==> src/rtl/svt_pkg.sv <==
// shared types and constants for the sensor voltage to temperature pipeline
package svt_pkg;

  localparam int unsigned CODE_W       = 12;
  localparam int unsigned MV_W         = 12;
  localparam int unsigned TEMP_W       = 12;
  localparam int unsigned DISC_W       = 32;
  localparam int unsigned ROOT_W       = 17;
  localparam int unsigned SQRT_STEPS   = DISC_W / 2;
  localparam int unsigned FRONT_STAGES = 3;
  localparam int unsigned BACK_STAGES  = 6;
  localparam int unsigned LATENCY      = FRONT_STAGES + SQRT_STEPS + BACK_STAGES;

  // millivolt scaling: code * 3220 / 4095
  localparam logic [11:0] MV_SCALE = 12'd3220;

  // discriminant in q24: K0 - K1 * mv
  localparam logic [31:0] DISC_K0 = 32'd2402793751;
  localparam logic [17:0] DISC_K1 = 18'd232868;

  // linear coefficient in q24
  localparam logic [28:0] A_Q24 = 29'd182670328;

  // temperature: round(num * 10^6 / (694 * 2^24))
  localparam logic [19:0] TEMP_SCALE  = 20'd1000000;
  localparam logic [8:0]  TEMP_HALF   = 9'd347;
  localparam logic [9:0]  TEMP_DIV    = 10'd694;
  localparam logic [23:0] TEMP_RECIP  = 24'd12377427;
  localparam int unsigned RECIP_SHIFT = 33;

  localparam logic signed [17:0] TEMP_OFFSET = 18'sd300;
  localparam logic signed [17:0] TEMP_MIN    = -18'sd1100;
  localparam logic signed [17:0] TEMP_MAX    = 18'sd1900;

  // one item travelling down the square root chain
  typedef struct packed {
    logic              valid;
    logic [MV_W-1:0]   mv;
    logic [DISC_W-1:0] rem;
    logic [DISC_W-1:0] res;
  } sqrt_lane_t;

endpackage

==> src/rtl/svt_front.sv <==
// front end: code to millivolts and millivolts to discriminant
module svt_front (
  input  logic                     clk_i,
  input  logic                     rst_ni,
  input  logic                     valid_i,
  input  logic [11:0]              adc_code_i,
  output svt_pkg::sqrt_lane_t      lane_o
);
  import svt_pkg::*;

  localparam logic [24:0] MV_DIV = 25'd4095;

  logic [2:0]        valid_q;
  logic [23:0]       x_d, x_q;
  logic [24:0]       est_sum;
  logic [12:0]       q_est;
  logic [24:0]       q_rem;
  logic [MV_W-1:0]   mv_d, mv_q;
  logic [MV_W-1:0]   mv3_q;
  logic [29:0]       k1_mv;
  logic [DISC_W-1:0] disc_d, disc_q;

  assign x_d = 24'(adc_code_i) * 24'(MV_SCALE);

  // divide by 2^12 - 1: estimate is never high and at most one low
  always_comb begin
    est_sum = 25'(x_q) + 25'(x_q >> 12);
    q_est   = est_sum[24:12];
    q_rem   = 25'(x_q) - {q_est, 12'b0} + 25'(q_est);
    mv_d    = 12'(q_est) + 12'(q_rem >= MV_DIV);
  end

  assign k1_mv  = 30'(DISC_K1) * 30'(mv_q);
  assign disc_d = DISC_K0 - 32'(k1_mv);

  always_ff @(posedge clk_i or negedge rst_ni) begin
    if (!rst_ni) begin
      valid_q <= '0;
    end else begin
      valid_q <= {valid_q[1:0], valid_i};
    end
  end

  always_ff @(posedge clk_i) begin
    x_q    <= x_d;
    mv_q   <= mv_d;
    mv3_q  <= mv_q;
    disc_q <= disc_d;
  end

  assign lane_o = '{valid: valid_q[2], mv: mv3_q, rem: disc_q, res: '0};

endmodule

==> src/rtl/svt_sqrt_cell.sv <==
// one restoring square root step, two radicand bits per cell
module svt_sqrt_cell #(
  parameter int unsigned STEP = 0
) (
  input  logic                clk_i,
  input  logic                rst_ni,
  input  svt_pkg::sqrt_lane_t lane_i,
  output svt_pkg::sqrt_lane_t lane_o
);
  import svt_pkg::*;

  localparam logic [DISC_W-1:0] BIT = DISC_W'(1) << (DISC_W - 2 - 2 * STEP);

  logic              valid_q;
  logic [MV_W-1:0]   mv_q;
  logic [DISC_W-1:0] rem_d, rem_q;
  logic [DISC_W-1:0] res_d, res_q;
  logic [DISC_W:0]   trial;
  logic              take;

  always_comb begin
    trial = {1'b0, lane_i.res} + {1'b0, BIT};
    take  = {1'b0, lane_i.rem} >= trial;
    if (take) begin
      rem_d = lane_i.rem - trial[DISC_W-1:0];
      res_d = (lane_i.res >> 1) + BIT;
    end else begin
      rem_d = lane_i.rem;
      res_d = lane_i.res >> 1;
    end
  end

  always_ff @(posedge clk_i or negedge rst_ni) begin
    if (!rst_ni) begin
      valid_q <= 1'b0;
    end else begin
      valid_q <= lane_i.valid;
    end
  end

  always_ff @(posedge clk_i) begin
    mv_q  <= lane_i.mv;
    rem_q <= rem_d;
    res_q <= res_d;
  end

  assign lane_o = '{valid: valid_q, mv: mv_q, rem: rem_q, res: res_q};

endmodule

==> src/rtl/svt_back.sv <==
// back end: rounded root to temperature in tenths, output register
module svt_back (
  input  logic                clk_i,
  input  logic                rst_ni,
  input  svt_pkg::sqrt_lane_t lane_i,
  output logic                done_o,
  output logic [11:0]         millivolts_o,
  output logic signed [11:0]  temp_tenths_o
);
  import svt_pkg::*;

  logic [BACK_STAGES-1:0] valid_q;

  logic [ROOT_W-1:0]      root_d, root_q;
  logic [MV_W-1:0]        mv1_q, mv2_q, mv3_q, mv4_q, mv5_q, mv6_q;

  logic signed [29:0]     num;
  logic                   neg_d, neg2_q, neg3_q, neg4_q, neg5_q;
  logic signed [29:0]     num_abs;
  logic [27:0]            mag_d, mag_q;

  logic [47:0]            scaled;
  logic [24:0]            z_d, z_q, z4_q;

  logic [48:0]            q_prod;
  logic [15:0]            qe_d, qe_q;

  logic [25:0]            q_mul;
  logic [25:0]            q_rem;
  logic [15:0]            q_d, q_q;

  logic signed [17:0]     q_ext;
  logic signed [17:0]     temp_raw;
  logic signed [17:0]     temp_clamped;
  logic signed [11:0]     temp_q;

  // round to nearest root
  assign root_d = ROOT_W'(lane_i.res) + ROOT_W'(lane_i.rem > lane_i.res);

  // numerator in q24, split into sign and magnitude
  always_comb begin
    num     = $signed({1'b0, root_q, 12'b0}) - $signed({1'b0, A_Q24});
    neg_d   = num[29];
    num_abs = neg_d ? -num : num;
    mag_d   = num_abs[27:0];
  end

  // nested floor: first by 2^24, rounding half folded in, then by 694
  always_comb begin
    scaled = 48'(mag_q) * 48'(TEMP_SCALE);
    z_d    = 25'(scaled >> 24) + 25'(TEMP_HALF);
  end

  assign q_prod = 49'(z_q) * 49'(TEMP_RECIP);
  assign qe_d   = 16'(q_prod >> RECIP_SHIFT);

  // reciprocal estimate is at most one low
  always_comb begin
    q_mul = 26'(qe_q) * 26'(TEMP_DIV);
    q_rem = 26'(z4_q) - q_mul;
    q_d   = qe_q + 16'(q_rem >= 26'(TEMP_DIV));
  end

  always_comb begin
    q_ext    = $signed({2'b00, q_q});
    temp_raw = neg5_q ? (TEMP_OFFSET - q_ext) : (TEMP_OFFSET + q_ext);
    if (temp_raw < TEMP_MIN) begin
      temp_clamped = TEMP_MIN;
    end else if (temp_raw > TEMP_MAX) begin
      temp_clamped = TEMP_MAX;
    end else begin
      temp_clamped = temp_raw;
    end
  end

  always_ff @(posedge clk_i or negedge rst_ni) begin
    if (!rst_ni) begin
      valid_q <= '0;
    end else begin
      valid_q <= {valid_q[BACK_STAGES-2:0], lane_i.valid};
    end
  end

  always_ff @(posedge clk_i) begin
    root_q <= root_d;
    mv1_q  <= lane_i.mv;
    mag_q  <= mag_d;
    neg2_q <= neg_d;
    mv2_q  <= mv1_q;
    z_q    <= z_d;
    neg3_q <= neg2_q;
    mv3_q  <= mv2_q;
    qe_q   <= qe_d;
    z4_q   <= z_q;
    neg4_q <= neg3_q;
    mv4_q  <= mv3_q;
    q_q    <= q_d;
    neg5_q <= neg4_q;
    mv5_q  <= mv4_q;
    temp_q <= temp_clamped[11:0];
    mv6_q  <= mv5_q;
  end

  assign done_o        = valid_q[BACK_STAGES-1];
  assign millivolts_o  = mv6_q;
  assign temp_tenths_o = temp_q;

endmodule

==> src/rtl/sensor_voltage_to_temperature.sv <==
// top level: adc code to millivolts and temperature in tenths of a degree
// Takes one adc code per clock: busy_o is always low, so every cycle with
// start_i high accepts an item. Each item produces exactly one result,
// shown for one cycle with done_o high; results leave in acceptance
// order and cannot be held off, so capture them when done_o is seen.
// Each item passes through three front stages (scaling, divide by 4095,
// discriminant), the 16-cell square root chain (one result bit per
// cell) and six back stages (root rounding, constant multiplies and the
// divide by 694, clamp and output register).
module sensor_voltage_to_temperature (
  input  logic               clk_i,
  input  logic               rst_ni,
  input  logic               start_i,
  output logic               busy_o,
  input  logic [11:0]        adc_code_i,
  output logic               done_o,
  output logic [11:0]        millivolts_o,
  output logic signed [11:0] temp_tenths_o
);
  import svt_pkg::*;

  sqrt_lane_t lane [SQRT_STEPS+1];

  assign busy_o = 1'b0;

  svt_front u_front (
    .clk_i      (clk_i),
    .rst_ni     (rst_ni),
    .valid_i    (start_i),
    .adc_code_i (adc_code_i),
    .lane_o     (lane[0])
  );

  for (genvar i = 0; i < SQRT_STEPS; i++) begin : g_cell
    svt_sqrt_cell #(
      .STEP (i)
    ) u_cell (
      .clk_i  (clk_i),
      .rst_ni (rst_ni),
      .lane_i (lane[i]),
      .lane_o (lane[i+1])
    );
  end

  svt_back u_back (
    .clk_i         (clk_i),
    .rst_ni        (rst_ni),
    .lane_i        (lane[SQRT_STEPS]),
    .done_o        (done_o),
    .millivolts_o  (millivolts_o),
    .temp_tenths_o (temp_tenths_o)
  );

endmodule

==> config.mk <==
export PLATFORM = sky130hd
export DESIGN_NAME = sensor_voltage_to_temperature
export DESIGN_NICKNAME = d
export VERILOG_FILES = /design/src/rtl/svt_pkg.sv /design/src/rtl/svt_front.sv /design/src/rtl/svt_sqrt_cell.sv /design/src/rtl/svt_back.sv /design/src/rtl/sensor_voltage_to_temperature.sv
export SDC_FILE = /design/constraint.sdc
export NUM_CORES = 2
export LEC_CHECK = 0
export BUFFER_PORTS_ARGS = -buffer_cell sky130_fd_sc_hd__clkbuf_2
export CORE_ASPECT_RATIO = 0.6
export CORE_MARGIN = 5
export CORE_UTILIZATION = 50
export DETAILED_ROUTE_END_ITERATION = 7
export PLACE_DENSITY = 0.64
export SLEW_MARGIN = 10
export SYNTH_ARGS = -nofsm -noshare
export SYNTH_HDL_FRONTEND = slang
export SYNTH_HIERARCHICAL = 1
export SYNTH_SLANG_ARGS = --single-unit
export TNS_END_PERCENT = 50
==> constraint.sdc <==
create_clock -name clk_i -period 8.86 [get_ports clk_i]
set_input_delay 0.886 -clock clk_i [delete_from_list [all_inputs] [get_ports clk_i]]
set_output_delay 0.886 -clock clk_i [all_outputs]
set_load 0.005 [all_outputs]
==> results.toml <==
[setup_path]
critPathMaxStageDelay_ns = 0.59
cp_max_fo = 6
crit_type = "reg -> reg"
start_kind = "flop"
crit_path_frequent_cell = "a21oi_1"
arrival_ns = 9.05
crit_path_top_delay_cell = "fa_1"
end_kind = "flop"
cp.required_ns = 9.59

[sta]
maxSlewViolCount = 2
rsz0062_at_grt = "no"
tightest_slew_ns = 1.844
setup_tns_ns = 0
setup_viol = 0
relSlewSlack_pct = -24.07
fin_crit_ns = 8.323
period_share_pct = 93.94
hold_violations = 0
max_freq_ghz = 0.1202
fin_skew_ns = 0.1029

[placed_design]
place_congestion = 1.025
dp.cells = 14140
io_buffers = 39
hpwlAfterDp_mm = 281.3

[synthesis]
synth_top_family_by_area = "adder cells"
synth_seq_cells = 1521
synth-async-reset-ratio_pct = 1.644
synth_adder_area_share_pct = 24.16
synthSimpleGateAreaFrac_pct = 13.69
synth_ff_type = "dfxtp_1"
netlist_instances = 11520
synth_edf_count = 0
ys.warnings.count = 6
synth-compound-area-share_pct = 15.02
seq_area_frac_synth_pct = 28.67
synth.distinct_cells = 156
syn_area_sq_um = 106600
synthMuxAreaShare_pct = 3.000
postSynthAreaPerCell_sq_um = 9.257
synth_xor_area_share_pct = 9.348

[drt]
top_layer_used = "met5"
wl_met1_mm = 187.2
wirelength_mm = 339.1
final_antenna_net_count = 0
drt_iter0_markers = 10840
vias_per_cell = 5.882
first_pass_iters = 6
wl_met2_mm = 99.01
wl_met3_mm = 49.53
via_count = 85150
wl_per_cell_um = 23.42
drc = 0

[cts]
holdBufCountCts = 0
clk_pin_slew_ns = 0.06
cts_tree = "done"
cts_max_path_buffers = 4
htree_levels = 4
cts.sinks = 1521
cts-root-buf = "clkbuf_16"
cts-buffers-inserted = 163
clk_latency_ns = 0.86

[global_route]
grt_pass1_vias = 77610
grt-ovfl-total = 0
grt_pass1_wl_mm = 503.5
grt_util_all_layers_pct = 29.46
antenna_found_initial = 44
grt_max_degree = 81

[cells_and_area]
fillers = 19250
layout_commonest_cell = "dfxtp_1"
fin_cells = 14480
area_growth_pct = 7.307
drive_above_1_share_pct = 7.089
mostFrequentLayoutCells = "dfxtp_1 (1494), ha_1 (1256), inv_1 (1182)"
final_net_count = 13220

[floorplanning]
dieWidth_um = 606.2
core_area_sq_um = 212400
die_area_sq_um = 222900
initial_core_util_pct = 50.21
die_h_um = 367.7
ios = 41
rows = 131

[flow_run]
drv_cap = 0

[status]
status = "finished with violations"
violations = "slew limit"

[worst_hold_path]
hold_class = "in -> async"
==> layout make-up <==
cell class / instances / area [sq um] / share of cell area, %
Timing Repair Buffer: 75 / 465.4 / 0.4067
Clock buffer: 214 / 4626 / 4.042
Tap cell: 2859 / 3577 / 3.126
Clock inverter: 69 / 860.8 / 0.7522
Sequential cell: 1521 / 30580 / 26.72
Multi-Input combinational cell: 8505 / 69770 / 60.96
Inverter: 1183 / 4441 / 3.880
Antenna cell: 51 / 127.6 / 0.1115
==> critical path, delay by kind of cell (launching register included) <==
family / cells / cell delay [ns]
adder cells (fa/ha/maj): 7 / 2.56
AO/OA/AOI/OAI: 12 / 2.29
AND/OR/NAND/NOR: 9 / 1.88
flip-flops: 1 / 0.53
buffers and inverters: 4 / 0.43
XOR/XNOR: 2 / 0.29
multiplexers: 1 / 0.27
==> flip-flops by register name (all words and copies together), names as in the netlist, 17 cells and up <==
signal and cells:
g_cell.u_cell/mv_q 192, u_back/mag_q 19, u_front/x_q 22, u_back/z4_q 24, u_front/disc_q 29, u_back/z_q 25, g_cell.u_cell/res_q 512, u_back/root_q 17
g_cell.u_cell/rem_q 512
==> cells by family (layout without fill, tap and decap cells) <==
group | Yosys count | after routing
xor gates and xnor gates | 1135 | 1135
muxes | 258 | 258
AOI/OAI and AO/OA | 2421 | 2421
adders and majority gates | 1759 | 1759
and+or+nand+nor | 2897 | 2897
other | 3 | 86
buffers and inverters | 1527 | 1541
DFF | 1521 | 1521
==> final timing paths <==
path,endpoint,from,cells past startpoint,slack (ns)
setup / recovery,u_back/q_q[14],u_back/qe_q[3],35,0.54
hold / removal,g_cell[10].u_cell/valid_q,rst_ni,1,0.06
setup reg to reg,u_back/q_q[14],u_back/qe_q[3],35,0.54
hold reg to reg,u_back/millivolts_o[3],u_back/mv5_q[3],0,0.29
max in group asynchronous,u_back/valid_q[4],rst_ni,1,8.33
min in group clk_i,u_front/valid_q[0],start_i,1,0.15
==> repair_timing <==
action / CTS / global route
hold endpoints to repair: 0 / 0
setup buffers: 0 / 0
resized for setup: 0 / 6
setup endpoints to repair: 0 / 6
==> metal layers <==
layer	global-route usage (%)	vias up
li1	-	39730
met1	53.29	41280
met2	28.85	3870
met3	12.96	246
met4	2.864	18
met5	0	-
==> cell usage after synthesis, drive strengths merged (208+ instances only) <==
master / number / area share (%)
inv: 1183 / 4.2
nand3: 349 / 1.7
o21ai: 614 / 2.9
fa: 501 / 9.4
mux2: 226 / 2.7
xor2: 494 / 4.1
nor2: 514 / 1.8
nand2: 915 / 3.2
ha: 1258 / 15
dfxtp: 1496 / 28
nand4: 217 / 1.3
a21oi: 675 / 3.3
buf: 208 / 1.4
a21o: 243 / 1.7
xnor2: 640 / 5.3
==> through the flow <==
| stage | setup WS (ns) | hold WS (ns) | util [%] | instance area, sq um |
|---|---|---|---|---|
| 2_1_floorplan | 2.087 | 0.3096 | - | 106800 |
| 3_3_place_gp | 0.3977 | 0.3098 | 51.21 | 108800 |
| 3_5_place_dp | 0.4310 | 0.3121 | 51.21 | 108800 |
| 4_1_cts | 0.3673 | 0.02346 | 53.80 | 114300 |
| 5_1_grt | 0.01320 | 0.08907 | 53.82 | 114300 |
| 6_report | 0.5373 | 0.06463 | 53.87 | 114400 |
Power is left out: the tool's default activity adds up to more than one toggle a clock period on the data nets, which glitch-free logic cannot reach.
